--- src/icv6rv_pkg.sv ---
package icv6rv_pkg;

    // Default size of the Bloom bit store, as a power of two of its bit count.
    localparam int unsigned BLOOM_INDEX_BITS_DEF = 20;

    // The store is organised as 32-bit rows; the low hash bits pick the bit in a row.
    localparam int unsigned ROW_WIDTH    = 32;
    localparam int unsigned BIT_SEL_BITS = 5;

    // Header values that a valid reply carries.
    localparam logic [15:0] ETHER_TYPE_IPV6 = 16'h86DD;
    localparam logic [7:0]  NEXT_HDR_ICMPV6 = 8'd58;
    localparam logic [7:0]  ICMP_KIND_REPLY = 8'd154;
    localparam logic [7:0]  ICMP_SUBCODE_OK = 8'd3;

    // Seed values after reset.
    localparam logic [31:0] CHECKSUM_SEED_RST = 32'h11112222;
    localparam logic [31:0] BLOOM_SEED1_RST   = 32'h12345678;
    localparam logic [31:0] BLOOM_SEED2_RST   = 32'h87654321;

    // Mixing constants of the 32-bit hash.
    localparam logic [31:0] MM_C1  = 32'hcc9e2d51;
    localparam logic [31:0] MM_C2  = 32'h1b873593;
    localparam logic [31:0] MM_N   = 32'he6546b64;
    localparam logic [31:0] MM_F1  = 32'h85ebca6b;
    localparam logic [31:0] MM_F2  = 32'hc2b2ae35;

    // Byte lengths hashed: twelve address bytes for the checksum, all sixteen for the filter.
    localparam logic [31:0] CKS_LEN   = 32'd12;
    localparam logic [31:0] BLOOM_LEN = 32'd16;
    localparam logic [1:0]  CKS_LAST_BLK   = 2'd2;
    localparam logic [1:0]  BLOOM_LAST_BLK = 2'd3;

    // Register indexes on the configuration port.
    localparam logic [1:0] REG_CHECKSUM_SEED = 2'd0;
    localparam logic [1:0] REG_BLOOM_SEED1   = 2'd1;
    localparam logic [1:0] REG_BLOOM_SEED2   = 2'd2;

    typedef enum logic [2:0] {
        ST_ACCEPT   = 3'd0,
        ST_NOT_IPV6 = 3'd1,
        ST_NOT_ICMP = 3'd2,
        ST_BAD_TYPE = 3'd3,
        ST_BAD_CKS  = 3'd4,
        ST_DUP      = 3'd5
    } t_status;

    typedef enum logic [2:0] {
        HOP_NONE,
        HOP_INIT,
        HOP_K1,
        HOP_K2,
        HOP_MIX,
        HOP_F1,
        HOP_F2,
        HOP_F3
    } t_hop;

    typedef enum logic [1:0] {
        HS_CKS,
        HS_FIRST,
        HS_SECOND
    } t_hsel;

    typedef enum logic [1:0] {
        MOP_NONE,
        MOP_CLEAR,
        MOP_READ,
        MOP_WRITE
    } t_mop;

    typedef struct packed {
        logic       load;
        t_hop       hop;
        t_hsel      hsel;
        logic [1:0] blk;
        logic       save_h1;
        logic       save_h2;
        t_mop       mop;
        logic       msel;
        logic       cap1;
        logic       emit;
        t_status    code;
    } t_cmd;

    typedef struct packed {
        t_status hdr_code;
        logic    cks_ok;
        logic    dup;
        logic    clr_last;
    } t_stat;

    function automatic logic [31:0] bswap32(input logic [31:0] x);
        return {x[7:0], x[15:8], x[23:16], x[31:24]};
    endfunction

endpackage

--- src/icv6rv_ctrl.sv ---
module icv6rv_ctrl (
    input  logic              i_clk,
    input  logic              i_rst_n,
    input  logic              i_start,
    input  icv6rv_pkg::t_stat i_stat,
    output icv6rv_pkg::t_cmd  o_cmd,
    output logic              o_busy
);
    import icv6rv_pkg::*;

    typedef enum logic [4:0] {
        S_CLEAR,
        S_IDLE,
        S_HDR,
        S_INIT,
        S_K1,
        S_K2,
        S_MIX,
        S_F1,
        S_F2,
        S_F3,
        S_END,
        S_RD1,
        S_RD2,
        S_RD3,
        S_SET1,
        S_SET1W,
        S_SET2,
        S_SET2W
    } t_state;

    t_state     r_state, n_state;
    t_hsel      r_hsel, n_hsel;
    logic [1:0] r_blk, n_blk;
    logic [1:0] w_last_blk;

    assign w_last_blk = (r_hsel == HS_CKS) ? CKS_LAST_BLK : BLOOM_LAST_BLK;

    always_comb begin
        n_state = r_state;
        n_hsel  = r_hsel;
        n_blk   = r_blk;
        o_cmd   = '{load: 1'b0, hop: HOP_NONE, hsel: r_hsel, blk: r_blk,
                    save_h1: 1'b0, save_h2: 1'b0, mop: MOP_NONE, msel: 1'b0,
                    cap1: 1'b0, emit: 1'b0, code: ST_ACCEPT};
        unique case (r_state)
            S_CLEAR: begin
                o_cmd.mop = MOP_CLEAR;
                if (i_stat.clr_last) begin
                    n_state = S_IDLE;
                end
            end
            S_IDLE: begin
                o_cmd.load = i_start;
                if (i_start) begin
                    n_state = S_HDR;
                end
            end
            S_HDR: begin
                if (i_stat.hdr_code != ST_ACCEPT) begin
                    o_cmd.emit = 1'b1;
                    o_cmd.code = i_stat.hdr_code;
                    n_state    = S_IDLE;
                end else begin
                    n_hsel  = HS_CKS;
                    n_state = S_INIT;
                end
            end
            S_INIT: begin
                o_cmd.hop = HOP_INIT;
                n_blk     = 2'd0;
                n_state   = S_K1;
            end
            S_K1: begin
                o_cmd.hop = HOP_K1;
                n_state   = S_K2;
            end
            S_K2: begin
                o_cmd.hop = HOP_K2;
                n_state   = S_MIX;
            end
            S_MIX: begin
                o_cmd.hop = HOP_MIX;
                n_blk     = r_blk + 2'd1;
                n_state   = (r_blk == w_last_blk) ? S_F1 : S_K1;
            end
            S_F1: begin
                o_cmd.hop = HOP_F1;
                n_state   = S_F2;
            end
            S_F2: begin
                o_cmd.hop = HOP_F2;
                n_state   = S_F3;
            end
            S_F3: begin
                o_cmd.hop = HOP_F3;
                n_state   = S_END;
            end
            S_END: begin
                unique case (r_hsel)
                    HS_CKS: begin
                        if (i_stat.cks_ok) begin
                            n_hsel  = HS_FIRST;
                            n_state = S_INIT;
                        end else begin
                            o_cmd.emit = 1'b1;
                            o_cmd.code = ST_BAD_CKS;
                            n_state    = S_IDLE;
                        end
                    end
                    HS_FIRST: begin
                        o_cmd.save_h1 = 1'b1;
                        n_hsel        = HS_SECOND;
                        n_state       = S_INIT;
                    end
                    default: begin
                        o_cmd.save_h2 = 1'b1;
                        n_state       = S_RD1;
                    end
                endcase
            end
            S_RD1: begin
                o_cmd.mop  = MOP_READ;
                o_cmd.msel = 1'b0;
                n_state    = S_RD2;
            end
            S_RD2: begin
                o_cmd.mop  = MOP_READ;
                o_cmd.msel = 1'b1;
                o_cmd.cap1 = 1'b1;
                n_state    = S_RD3;
            end
            S_RD3: begin
                if (i_stat.dup) begin
                    o_cmd.emit = 1'b1;
                    o_cmd.code = ST_DUP;
                    n_state    = S_IDLE;
                end else begin
                    n_state = S_SET1;
                end
            end
            S_SET1: begin
                o_cmd.mop  = MOP_READ;
                o_cmd.msel = 1'b0;
                n_state    = S_SET1W;
            end
            S_SET1W: begin
                o_cmd.mop  = MOP_WRITE;
                o_cmd.msel = 1'b0;
                n_state    = S_SET2;
            end
            S_SET2: begin
                o_cmd.mop  = MOP_READ;
                o_cmd.msel = 1'b1;
                n_state    = S_SET2W;
            end
            S_SET2W: begin
                o_cmd.mop  = MOP_WRITE;
                o_cmd.msel = 1'b1;
                o_cmd.emit = 1'b1;
                o_cmd.code = ST_ACCEPT;
                n_state    = S_IDLE;
            end
            default: begin
                n_state = S_IDLE;
            end
        endcase
    end

    always_ff @(posedge i_clk) begin
        if (!i_rst_n) begin
            r_state <= S_CLEAR;
            r_hsel  <= HS_CKS;
            r_blk   <= 2'd0;
        end else begin
            r_state <= n_state;
            r_hsel  <= n_hsel;
            r_blk   <= n_blk;
        end
    end

    assign o_busy = (r_state != S_IDLE);

endmodule

--- config.mk ---
export PLATFORM = sky130hd
export DESIGN_NAME = icv6rv_ctrl
export DESIGN_NICKNAME = d
export VERILOG_FILES = /design/src/icv6rv_pkg.sv /design/src/icv6rv_ctrl.sv
export SDC_FILE = /design/constraint.sdc
export NUM_CORES = 1
export LEC_CHECK = 0
export ABC_AREA = 0
export BUFFER_PORTS_ARGS = -buffer_cell sky130_fd_sc_hd__buf_4
export CAP_MARGIN = 20
export CORE_MARGIN = 4
export CORE_UTILIZATION = 49
export DETAILED_ROUTE_END_ITERATION = 6
export GPL_TIMING_DRIVEN = 0
export PLACE_DENSITY_LB_ADDON = 0.12
export RECOVER_POWER = 50
export SETUP_SLACK_MARGIN = 0.15
export SLEW_MARGIN = 15
export SYNTH_ARGS = -nofsm -noshare
export SYNTH_HDL_FRONTEND = slang
export SYNTH_SLANG_ARGS = --single-unit
--- constraint.sdc ---
create_clock -name i_clk -period 1.9 [get_ports i_clk]
set_input_delay 0.38 -clock i_clk [delete_from_list [all_inputs] [get_ports i_clk]]
set_output_delay 0.38 -clock i_clk [all_outputs]
set_load 0.05 [all_outputs]
==> impl_metrics.csv, run 1 <==
group,metric,value,unit
outcome,status,"stopped before the end",
outcome,stop_stage,"clock tree synthesis (4_1_cts)",
outcome,error_line,"[ERROR DPL-0038] Utilization greater than 100%, impossible to legalize",
placed_design,io_buffers,27,
logic_synthesis,yosysMostFrequentCell,"a21oi_1",
placed_design,dp_slack,-0.0801,ns
clock_network,cts.hold.buffers_added,0,
logic_synthesis,yosysTopAreaCell,"dfxtp_1",
logic_synthesis,synth_edf_count,0,
floorplanning,die_y,48.9,µm
clock_network,cts_max_path_buffers,2,
floorplanning,io_pins,28,
logic_synthesis,syn_inst,116,
logic_synthesis,synth_top_cell_area_share,22.0,%
logic_synthesis,synth.avg_cell_area,7.08,µm²
clock_network,cts_resized,77,
logic_synthesis,seq_area_frac_synth,22.0,%
clock_network,cts_buffers,3,
logic_synthesis,ys_top_cells_by_count,"a21oi_1, nand2_1, dfxtp_1, nor2_1, nor3_1",
logic_synthesis,yosys_warnings,0,
clock_network,cts_root_buf,"clkbuf_4",
floorplanning,start_util,53.2,%
clock_network,cts_setup_buffers,18,
logic_synthesis,synth_async_sr_flop_share,0,%
logic_synthesis,yosys_most_used_dff,"dfxtp_1",
logic_synthesis,ys_seq_elements,9,
placed_design,place.gp.congestion,0.910,
clock_network,cts_sinks,9,
placed_design,place_hpwl,1820,µm
clock_network,htree_levels,1,
logic_synthesis,syn_nets,125,
logic_synthesis,ys_types,45,
floorplanning,placementRows,14,
floorplanning,die_width,48.9,µm
logic_synthesis,syn_area,821,µm²
logic_synthesis,synth.area.top_cells,"dfxtp_1, a21oi_1, nor3_1, nand2_1, nand2b_1",
[metrics by stage]
step           cell area, µm²  utilization [%]  TNS (ns)  instances
3_3_place_gp             1110             71.8   -0.0621        159
3_5_place_dp             1110             71.8    -0.196        159
2_1_floorplan             883                -         0        116
[logic make-up after synthesis]
group	synth area share [%]
compound gates	27.3
simple gates	38.9
xor+xnor	2.13
mux	1.22
flops	22.0
buf+inv	8.54
==> run 2, diff against run 1 <==
CORE_AREA = 4 4 65 67   (was not set)
CORE_MARGIN = not set   (was 4)
CORE_UTILIZATION = not set   (was 49)
DIE_AREA = 0 0 69 71   (was not set)
PLACE_DENSITY_LB_ADDON = 0.15   (was 0.12)
SETUP_SLACK_MARGIN = not set   (was 0.15)
==> run 2 against run 1 <==
Effect of this change: the flow now finishes, with violations (negative setup slack); synthesized cell count is the same; synthesized area unchanged.
==> impl_metrics.csv, run 2 <==
group,metric,value,unit
outcome,status,"finished, violations left",
outcome,violations,"negative setup slack",
worst_setup_path,crit_family,"simple AND/OR/NAND/NOR gates",
sta,hold_violations,0,
detailed_routing,routed-via-count,996,
cells_and_area,regArea,185,µm²
cells_and_area,diodes,0,
floorplanning,die_y,71,µm
clock_network,cts_tree,"yes",
detailed_routing,ant_nets,0,
logic_synthesis,ys_top_cells_by_count,"a21oi_1, nand2_1, dfxtp_1, nor2_1, nor3_1",
logic_synthesis,yosysTopAreaCell,"dfxtp_1",
cells_and_area,layout.nets,163,
logic_synthesis,synth_top_cell_area_share,22.0,%
logic_synthesis,yosysMostFrequentCell,"a21oi_1",
power,ir_drop,0.000212,V
sta,fin_skew,0.00621,ns
logic_synthesis,synth_edf_count,0,
cells_and_area,nFillCells,400,
sta,finalSetupViolCount,3,
placed_design,dp_slack,-0.235,ns
floorplanning,start_util,22.6,%
hold_path,hp-class,"input pin to flop",
logic_synthesis,ys_seq_elements,9,
sta,slew_headroom,74.7,%
worst_setup_path,crit_required,1.52,ns
floorplanning,io_pins,28,
worst_setup_path,crit_slowest_cell,"or4b_4",
cells_and_area,drive_above_1_share,45.8,%
power,p_per_area,418,mW/mm²
worst_setup_path,end_kind,"output pin",
hold_path,min_to,"r_hsel[0]",
floorplanning,die_area,0.00490,mm²
worst_setup_path,crit_path_frequent_cell,"buf_6",
job,maxCapViolations,0,
logic_synthesis,syn_nets,125,
logic_synthesis,synth.avg_cell_area,7.08,µm²
sta,tightestPinTransition,0.376,ns
clock_network,cts_sinks,9,
hold_path,hp-start,"i_stat[2]",
worst_setup_path,worstSetupPathType,"flop to output pin",
global_route,overflow,0,
sta,rsz0062_at_grt,"yes",
detailed_routing,drc,0,
clock_network,htree_levels,1,
placed_design,place_hpwl,2030,µm
placed_design,place.gp.congestion,0.880,
cells_and_area,reg_top3,"r_state x5, r_blk x2, r_hsel x2",
worst_setup_path,r2r_cells,5,
cells_and_area,multi_input_area,652,µm²
cells_and_area,largest_reg_flops,5,
detailed_routing,wl_per_cell,13.5,µm
global_route,grt_max_degree,11,
clock_network,cts_buffers,3,
logic_synthesis,syn_area,821,µm²
worst_setup_path,worstPathArrival,1.62,ns
placed_design,dp.cells,191,
detailed_routing,vias_per_cell,4.96,
cells_and_area,top_register,"r_state",
logic_synthesis,synth_async_sr_flop_share,0,%
cells_and_area,final_common_cell,"buf_4",
worst_setup_path,startpoint_type,"flop",
sta,finalCritPeriodShare,105,%
floorplanning,die_width,69,µm
cells_and_area,area_growth,63.3,%
hold_path,hold-path-cell-count,3,
logic_synthesis,syn_inst,116,
clock_network,cts_root_buf,"clkbuf_8",
global_route,grt_pass1_vias,926,
sta,whs,0.409,ns
worst_setup_path,reg2reg_to,"r_state[0]",
cells_and_area,layout_common_cells,"buf_4, buf_6, nand2_1, a21oi_1, dfxtp_1",
sta,drv_slew,0,
placed_design,placed_area,0.00111,mm²
logic_synthesis,seq_area_frac_synth,22.0,%
power,total_power,0.000560,W
placed_design,io_buffers,27,
power,p_leak,0.577,nW
global_route,grt_pass1_wl,4530,µm
floorplanning,placementRows,22,
logic_synthesis,synth.area.top_cells,"dfxtp_1, a21oi_1, nor3_1, nand2_1, nand2b_1",
worst_setup_path,cp_max_fo,9,
sta,min_period,2.00,ns
clock_network,clk_pin_slew_worst_paths,0.05,ns
cells_and_area,postLayoutCellArea,0.00134,mm²
sta,max_freq,0.499,GHz
clock_network,clk_latency,0.24,ns
detailed_routing,firstDrtPassIters,4,
cells_and_area,final-instance-count-excl-fill,201,
global_route,grt_use_total,11.1,%
detailed_routing,wl,2720,µm
sta,setup_ws,-0.104,ns
logic_synthesis,yosys_warnings,0,
worst_setup_path,r2r_start,"r_state[1]",
logic_synthesis,yosys_most_used_dff,"dfxtp_1",
worst_setup_path,r2r_slack,0.27,ns
detailed_routing,dr.first_iter.drc_count,52,
logic_synthesis,ys_types,45,
floorplanning,core-area,0.00363,mm²
worst_setup_path,path_cells,"buf_6, or4b_4, o21ai_2, a22o_1, buf_6",
global_route,grt_antenna_before_repair,0,
worst_setup_path,max_stage_delay,0.56,ns
clock_network,cts_max_path_buffers,2,
worst_setup_path,critPathBufInv,2,
run 2: cell counts after synthesis:
Identical to the previous run, type by type.
run 2: cell type report:
| class | instances | share of cell area, % |
|---|---|---|
| Buffer | 10 | 6.91 |
| Inverter | 2 | 0.560 |
| Timing Repair Buffer | 35 | 22.2 |
| Sequential cell | 9 | 13.8 |
| Multi-Input combinational cell | 93 | 48.6 |
| Tap cell | 48 | 4.48 |
| Clock buffer | 4 | 3.36 |
run 2: tightest hold or removal path: stages:
cell     delay [ns]
buf_4          0.08
nand4_1        0.07
nand3_1        0.08
run 2: where the power goes:
| group | switching [W] | total, W | internal [W] |
|---|---|---|---|
| clock | 0.0000803 | 0.000227 | 0.000147 |
| sequential | 0.00000674 | 0.000199 | 0.000193 |
| combinational | 0.0000777 | 0.000133 | 0.0000557 |
| total | 0.000165 | 0.000560 | 0.000395 |
run 2: through the flow:
step	setup TNS [ns]	util (%)
2_1_floorplan	-0.175	-
3_3_place_gp	-1.04	30.7
3_5_place_dp	-1.07	30.7
4_1_cts	-0.193	34.7
5_1_grt	-0.582	36.9
6_report	-0.220	36.9
run 2: logic make-up after synthesis:
logic type | share of synthesized area (%)
compound gates | 27.3
xor+xnor | 2.13
simple gates | 38.9
mux | 1.22
buf+inv | 8.54
flops | 22.0
run 2: worst max path at each step:
stage                     startpoint        to  slack [ns]  cells after the start
after floorplan            r_hsel[1]  o_cmd[2]       -0.10                      4
after global placement    r_state[0]  o_cmd[9]       -0.23                      7
after detailed placement  r_state[0]  o_cmd[9]       -0.23                      7
after CTS                 r_state[2]  o_cmd[6]       -0.12                      5
after global routing      r_state[1]  o_cmd[6]       -0.16                      5
final                     r_state[1]  o_cmd[6]       -0.10                      5
run 2: routing by layer:
metal / up-vias / part of all wire [%] / GRT usage [%]
met3: 4 / 5.8 / 2.70
met1: 463 / 47 / 14.9
met2: 31 / 46 / 17.8
met4: 0 / 1.1 / 3.25
met5: - / 0 / 0
li1: 498 / - / -
run 2: what timing repair did:
item                       CTS  global route
gates resized for setup     30            14
setup buffers                2             6
pin swaps                    4             5
setup endpoints to repair   15            13
hold buffers                 0             0
Note: power is estimated with default switching activity, not from simulation.
